## config.mk

```make
export PLATFORM = sky130hd
export DESIGN_NAME = hsl_to_rgb_convert_top
export DESIGN_NICKNAME = d
export VERILOG_FILES = /design/src/design/hslc_pkg.sv /design/src/design/hsl_to_rgb_convert_top.sv /design/src/design/hslc_chan.sv
export SDC_FILE = /design/constraint.sdc
export NUM_CORES = 2
export LEC_CHECK = 0
export BUFFER_PORTS_ARGS = -buffer_cell sky130_fd_sc_hd__buf_2
export CAP_MARGIN = 20
export CORE_AREA = 2 2 251 438
export CTS_BUF_LIST = sky130_fd_sc_hd__clkbuf_4
export DETAILED_ROUTE_END_ITERATION = 7
export DIE_AREA = 0 0 253 440
export HOLD_SLACK_MARGIN = 0.06
export PLACE_DENSITY = 0.59
export SYNTH_ARGS = -nofsm -noshare
export SYNTH_HDL_FRONTEND = slang
export SYNTH_SLANG_ARGS = --single-unit
```

## constraint.sdc

```tcl
create_clock -name clk_i -period 14.8 [get_ports clk_i]
set_clock_uncertainty 0.2 [all_clocks]
set_input_delay 0.74 -clock clk_i [delete_from_list [all_inputs] [get_ports clk_i]]
set_output_delay 0.74 -clock clk_i [all_outputs]
set_load 0.01 [all_outputs]
```

## src/design/hslc_pkg.sv

```systemverilog
// hslc_pkg: shared constants, types and helpers for the HSL to RGB converter.
// No dependencies; imported by hslc_chan and hsl_to_rgb_convert_top.
`default_nettype none

package hslc_pkg;

  // Field widths
  localparam int unsigned HueW   = 9;
  localparam int unsigned PctW   = 7;
  localparam int unsigned LevelW = 8;

  // Intermediate widths: levels reach 10000, ramp weight reaches 60,
  // ramp reaches 600000, scaled ramp reaches 159375
  localparam int unsigned LvlW    = 14;
  localparam int unsigned WeightW = 6;
  localparam int unsigned RampW   = 20;
  localparam int unsigned ScaledW = 18;

  // Numeric constants
  localparam logic [HueW-1:0]    HueFull   = 9'd360;
  localparam logic [PctW-1:0]    PctFull   = 7'd100;
  localparam logic [PctW-1:0]    LightHalf = 7'd50;
  localparam logic [WeightW-1:0] WeightTop = 6'd60;

  // 255/600000 reduces to 17/40000; 40000 = 64 * 625.
  // Divide by 625 as multiply by ceil(2^28/625), exact for inputs below 2^18.
  localparam int unsigned RecipShift = 28;
  localparam int unsigned RecipW     = 19;
  localparam logic [RecipW-1:0] RecipMul = 19'd429497;
  localparam int unsigned PreShift   = 6;

  // Per-stage load strobes for one color channel
  typedef struct packed {
    logic ramp;
    logic scale;
    logic level;
  } hslc_load_t;

  // Weight of the (high - low) span at hue position pos (0..359)
  function automatic logic [WeightW-1:0] ramp_weight(input logic [HueW-1:0] pos);
    logic [HueW-1:0] fall;
    fall = 9'd240 - pos;
    if (pos < 9'd60) begin
      ramp_weight = pos[WeightW-1:0];
    end else if (pos < 9'd180) begin
      ramp_weight = WeightTop;
    end else if (pos < 9'd240) begin
      ramp_weight = fall[WeightW-1:0];
    end else begin
      ramp_weight = '0;
    end
  endfunction

endpackage

`default_nettype wire

```

## src/design/hsl_to_rgb_convert_top.sv

```systemverilog
// Structure: five register stages, stages 1 and 2 here and stages 3 to 5 in each
// hslc_chan. Throughput: one word per cycle while out_ready_i is high; stages stall
// independently so bubbles fill while the output waits.
// Reset: rst_ni is asynchronous active low and clears all stage valid bits;
// payload registers are not reset.
// hsl_to_rgb_convert_top: clamp/wrap, level and weight stage, three channels.
// Depends on hslc_pkg and hslc_chan.
`default_nettype none

module hsl_to_rgb_convert_top
  import hslc_pkg::*;
(
  input  wire logic              clk_i,
  input  wire logic              rst_ni,
  input  wire logic              in_valid_i,
  output logic                   in_ready_o,
  input  wire logic [HueW-1:0]   hue_deg_i,
  input  wire logic [PctW-1:0]   sat_pct_i,
  input  wire logic [PctW-1:0]   light_pct_i,
  output logic                   out_valid_o,
  input  wire logic              out_ready_i,
  output logic      [LevelW-1:0] red_level_o,
  output logic      [LevelW-1:0] green_level_o,
  output logic      [LevelW-1:0] blue_level_o
);

  // Stage valid bits and enables
  logic v1_q, v2_q, v3_q, v4_q, v5_q;
  logic en1, en2, en3, en4, en5;
  hslc_load_t load;

  // Stage 1 payload
  logic [HueW-1:0] hue_d, hue_q;
  logic [PctW-1:0] sat_d, sat_q, light_d, light_q;

  // Stage 2 payload
  logic [LvlW-1:0]    high_d, high_q, low_d, low_q;
  logic [WeightW-1:0] wr_d, wr_q, wg_d, wg_q, wb_d, wb_q;
  logic [HueW-1:0]    pos_r, pos_b;
  logic [LvlW:0]      high_dark, high_bright, sum_x100, prod_sl, light_x200;

  // Stall chain: a stage advances when empty or when the next one advances
  always_comb begin
    en5 = !v5_q || out_ready_i;
    en4 = !v4_q || en5;
    en3 = !v3_q || en4;
    en2 = !v2_q || en3;
    en1 = !v1_q || en2;
    load.ramp  = en3 && v2_q;
    load.scale = en4 && v3_q;
    load.level = en5 && v4_q;
  end

  assign in_ready_o  = en1;
  assign out_valid_o = v5_q;

  // Advance valid bits
  always_ff @(posedge clk_i or negedge rst_ni) begin
    if (!rst_ni) begin
      v1_q <= 1'b0;
      v2_q <= 1'b0;
      v3_q <= 1'b0;
      v4_q <= 1'b0;
      v5_q <= 1'b0;
    end else begin
      if (en1) v1_q <= in_valid_i;
      if (en2) v2_q <= v1_q;
      if (en3) v3_q <= v2_q;
      if (en4) v4_q <= v3_q;
      if (en5) v5_q <= v4_q;
    end
  end

  // Wrap hue into 0..359, clamp percentages to 100
  always_comb begin
    hue_d   = (hue_deg_i >= HueFull) ? hue_deg_i - HueFull : hue_deg_i;
    sat_d   = (sat_pct_i > PctFull) ? PctFull : sat_pct_i;
    light_d = (light_pct_i > PctFull) ? PctFull : light_pct_i;
  end

  // Form high and low levels (scaled by 10000) and the three ramp weights
  always_comb begin
    high_dark   = (LvlW+1)'(light_q) * ((LvlW+1)'(PctFull) + (LvlW+1)'(sat_q));
    sum_x100    = ((LvlW+1)'(light_q) + (LvlW+1)'(sat_q)) * (LvlW+1)'(PctFull);
    prod_sl     = (LvlW+1)'(sat_q) * (LvlW+1)'(light_q);
    high_bright = sum_x100 - prod_sl;
    high_d      = (light_q < LightHalf) ? high_dark[LvlW-1:0] : high_bright[LvlW-1:0];
    light_x200  = (LvlW+1)'(light_q) * (LvlW+1)'(200);
    low_d       = LvlW'(light_x200 - (LvlW+1)'(high_d));
    pos_r = (hue_q < 9'd240) ? hue_q + 9'd120 : hue_q - 9'd240;
    pos_b = (hue_q >= 9'd120) ? hue_q - 9'd120 : hue_q + 9'd240;
    wr_d  = ramp_weight(pos_r);
    wg_d  = ramp_weight(hue_q);
    wb_d  = ramp_weight(pos_b);
  end

  // Payload registers of stages 1 and 2
  always_ff @(posedge clk_i) begin
    if (en1 && in_valid_i) begin
      hue_q   <= hue_d;
      sat_q   <= sat_d;
      light_q <= light_d;
    end
    if (en2 && v1_q) begin
      high_q <= high_d;
      low_q  <= low_d;
      wr_q   <= wr_d;
      wg_q   <= wg_d;
      wb_q   <= wb_d;
    end
  end

  // Channel pipelines: stages 3 to 5
  hslc_chan u_red (
    .clk_i   (clk_i),
    .load_i  (load),
    .low_i   (low_q),
    .high_i  (high_q),
    .weight_i(wr_q),
    .level_o (red_level_o)
  );

  hslc_chan u_green (
    .clk_i   (clk_i),
    .load_i  (load),
    .low_i   (low_q),
    .high_i  (high_q),
    .weight_i(wg_q),
    .level_o (green_level_o)
  );

  hslc_chan u_blue (
    .clk_i   (clk_i),
    .load_i  (load),
    .low_i   (low_q),
    .high_i  (high_q),
    .weight_i(wb_q),
    .level_o (blue_level_o)
  );

  // Low level never exceeds high level
  a_low_le_high: assert property (@(posedge clk_i) disable iff (!rst_ni)
    v2_q |-> (low_q <= high_q))
    else $error("low level above high level");

  // High level bounded by 100*100
  a_high_bound: assert property (@(posedge clk_i) disable iff (!rst_ni)
    v2_q |-> (high_q <= 14'd10000))
    else $error("high level out of range");

  // Ramp weights stay within 0..60
  a_weight_bound: assert property (@(posedge clk_i) disable iff (!rst_ni)
    v2_q |-> (wr_q <= WeightTop && wg_q <= WeightTop && wb_q <= WeightTop))
    else $error("ramp weight out of range");

  // An empty first stage always takes a word
  a_ready_when_empty: assert property (@(posedge clk_i) disable iff (!rst_ni)
    !v1_q |-> in_ready_o)
    else $error("input stalled with empty first stage");

  // An accepted word occupies the first stage next cycle
  a_accept_fills: assert property (@(posedge clk_i) disable iff (!rst_ni)
    (in_valid_i && in_ready_o) |=> v1_q)
    else $error("accepted word lost at first stage");

endmodule

`default_nettype wire

```

## src/design/hslc_chan.sv

```systemverilog
// hslc_chan: one color channel, ramp evaluation and scaling to an 8-bit level.
// Three register stages; depends on hslc_pkg.
`default_nettype none

module hslc_chan
  import hslc_pkg::*;
(
  input  wire logic               clk_i,
  input  wire hslc_load_t         load_i,
  input  wire logic [LvlW-1:0]    low_i,
  input  wire logic [LvlW-1:0]    high_i,
  input  wire logic [WeightW-1:0] weight_i,
  output logic      [LevelW-1:0]  level_o
);

  logic [LvlW-1:0]         span;
  logic [RampW-1:0]        ramp_d, ramp_q;
  logic [RampW+4:0]        ramp_x17;
  logic [ScaledW-1:0]      scaled_d, scaled_q;
  logic [ScaledW+RecipW-1:0] prod;
  logic [LevelW-1:0]       level_d, level_q;

  // Ramp value: low*60 + span*weight
  always_comb begin
    span   = high_i - low_i;
    ramp_d = RampW'(low_i * RampW'(WeightTop)) + RampW'(span) * RampW'(weight_i);
  end

  // Multiply by 17 and drop the power-of-two part of 40000
  always_comb begin
    ramp_x17 = (RampW+5)'(ramp_q) * (RampW+5)'(17);
    scaled_d = ScaledW'(ramp_x17 >> PreShift);
  end

  // Divide by 625 via reciprocal
  always_comb begin
    prod    = (ScaledW+RecipW)'(scaled_q) * (ScaledW+RecipW)'(RecipMul);
    level_d = prod[RecipShift +: LevelW];
  end

  // Hold each stage unless its load strobe is set
  always_ff @(posedge clk_i) begin
    if (load_i.ramp) begin
      ramp_q <= ramp_d;
    end
    if (load_i.scale) begin
      scaled_q <= scaled_d;
    end
    if (load_i.level) begin
      level_q <= level_d;
    end
  end

  assign level_o = level_q;

endmodule

`default_nettype wire
```

==> metrics.txt <==
Post-CTS Resized 0; final routed DRC violation total 0; Longest Clk Path Bufs 3; area grow syn2layout 7.140%; Site Rows 160; Worst-path clk slew 70 ps; setup tns final 0 ps; Slowest-stage cell, CP edfxtp_1; Worst Setup EP low_q[13]; cts bufs inserted 57; sequential share of the synthesized area 14.56%; Cell variety after synth 82; die footprint 111300 um^2; final hold violations 0; Final nets 5872; Util after Layout 42.34%; Pins Over Slew Limit 0; Crit. Startpoint light_q[0]; clk root buf clkbuf_4; minimum clock period 8095 ps; Core Box Area 108100 um^2; final RePlAce weighted congestion 0.9703; arrival time worst endpoint 8440 ps; die extent in y 440 um; f_max 0.1235 GHz; wire per inst 17.62 um; I/O pin count 53; Congestion Overflow GR 0; FF-to-FF setup slack 6700 ps; Req. time, crit path 15150 ps; Cell Area, Synth 42720 um^2; hold_buf cts 27; ys flop type edfxtp_1; Worst setup SP type register; Register Area 6221 um^2; Post-CTS Setup Inserts 0; Layout Cells excl Fill 5827; R2R depth 33; Post-synth EDFFs 203; Cell Area, Placed 44630 um^2; DIE WIDTH 253 um; DRT iter0 DRCs 971; asr flop ratio synth 2.404%; Synth Area per Inst 9.945 um^2; Via density 5.071; nature of the critical path endpoint register; Pre-Repair DR Iteration Count 5; fin area 45770 um^2; actual slew at the worst max-slew pin 1120 ps; quantity of I/O buffers inserted on ports 52; largest net degree at the start of global routing 58; GRT Util Overall 19.35%; drt total wl 102600 um; crit-path max cell delay 650 ps; Multi-input gate area 32450 um^2; Reg-to-Reg Start light_q[0]; period utilisation layout 54.70%; CTS tree done; critical path peak fanout 17; max_slew headroom 24.77%; FF-to-FF End low_q[13]; Worst Hold Class reg -> reg; H-tree depth 2; ratio of cells with drive above 1 in the final layout 4.811%; # clock sinks 208; Syn Inst Count 4296; final setup fails 0; status finished clean; dpl hpwl 89680 um; filler cell count 10514; vias in the first global route 33368; global-route wire length before repair 168400 um; placed cells 5687; Yosys warning count 0; remaining antenna violation count after routing 0; worst-skew pair later-pin latency 830 ps; RSZ-0062 raised after global routing false; initial antenna violation count 5; Max Cap Violations 0; Via Count 29551; Initial Util 39.52%; crit path kind reg -> reg; synthesized flop and latch total 208
==> registers in the layout, indices dropped and copies added, names as in the netlist <==
name	flops
light_q	7
u_red.level_o	8
v2_q	1
sat_q	7
v3_q	1
u_green.scaled_q	18
v1_q	1
wg_q	6
u_green.ramp_q	19
u_red.ramp_q	19
u_blue.ramp_q	19
v4_q	1
u_red.scaled_q	18
out_valid_o	1
hue_q	9
low_q	13
high_q	14
u_green.level_o	8
u_blue.level_o	8
wb_q	6
u_blue.scaled_q	18
wr_q	6
==> worst max-delay path: cells and delay by family, from the launching register on <==
kind | cells | cell delay (ps)
adders and majority gates | 8 | 3300
AOI/OAI and AO/OA | 10 | 1830
xor gates and xnor gates | 5 | 840
DFF | 1 | 650
and+or+nand+nor | 5 | 640
buffers and inverters | 4 | 260
muxes | 1 | 140
==> layout make-up <==
type / instances / area share (%)
Multi-Input combinational cell: 3015 / 70.89
Sequential cell: 208 / 13.59
Inverter: 1011 / 8.291
Tap cell: 1377 / 3.764
Timing Repair Buffer: 107 / 1.618
Clock buffer: 77 / 1.263
Clock inverter: 30 / 0.5686
Antenna cell: 2 / 0.01093
==> synthesized netlist by cell type, types with 6 or more instances <==
master        n  share of area [%]
a31oi_1      19               0.28
a41oi_1       6               0.12
o2111ai_1    11               0.23
a21oi_1     182                2.1
a21o_1       62                1.1
nor3_1       49               0.57
ha_1        788                 23
a211oi_1     22               0.39
or3_1        14               0.20
o21ai_0      88                1.0
nand3b_1     16               0.28
nor3b_1      14               0.25
inv_1      1011                8.9
or2_2        17               0.25
or3b_1        6               0.12
a211o_1      12               0.25
nand3_1      42               0.49
nor2_1      139                1.2
xor2_1       67                1.4
and3_1       23               0.34
and3b_1       7               0.14
xnor2_1     142                2.9
o21a_1       27               0.47
nand2_1     287                2.5
o31ai_1      15               0.26
nand2b_1     34               0.50
mux2i_1       8               0.19
edfxtp_1    203                 14
clkbuf_1     53               0.47
o21ai_1       8              0.094
nand4_1      18               0.26
and2_1       70                1.0
fa_1        657                 31
o211ai_1      8               0.14
nor2b_1      52               0.76
o21bai_1     20               0.35
==> worst min path at each step <==
stage	slack, ps	to	cells past startpoint	start
5_1_grt	330	v3_q	1	v2_q
3_3_place_gp	250	v3_q	1	v2_q
3_5_place_dp	270	v3_q	1	v2_q
2_1_floorplan	240	out_valid_o	0	rst_ni
4_1_cts	280	v3_q	1	v2_q
6_report	280	v3_q	1	v2_q
==> metrics by stage <==
step                hold slack, ps  worst slack [ps]
CTS                          283.6              6737
global placement             253.8              6757
global route                 333.5              6042
finish                       279.6              6705
detailed placement           267.0              6738
floorplan                    244.4              7452
==> logic make-up after synthesis <==
group / count (synthesis) / share of synthesized area (%)
flip-flops: 208 / 14.56
other: 1 / 0.008777
buffers and inverters: 1075 / 9.538
AND/OR/NAND/NOR: 800 / 9.158
multiplexers: 12 / 0.2929
AO/OA/AOI/OAI: 544 / 8.203
adder cells (fa/ha/maj): 1445 / 53.86
XOR/XNOR: 211 / 4.375
==> routing by layer <==
metal | GRT usage (%) | routed length, um | share of wire, % | vias to the layer above
met5 | 0 | 50 | 0.049 | -
met4 | 13.08 | 7983 | 7.8 | 6
met3 | 1.748 | 2010 | 2.0 | 328
met2 | 39.94 | 59240 | 58 | 495
met1 | 17.20 | 33360 | 32 | 14643
li1 | - | - | - | 14079
==> layout by cell type, fill, tap and decap left out, drive strengths merged, types with 49 or more instances in the layout <==
master	n
fa	657
a21oi	184
nor2b	52
edfxtp	203
xor2	67
nor3	49
inv	1012
xnor2	143
buf	80
nor2	139
and2	70
nand2	287
clkbuf	77
ha	788
a21o	62
o21ai	97
Power is not shown: default switching activity piles up to over one toggle a cycle in this logic, so the estimate is an artifact.
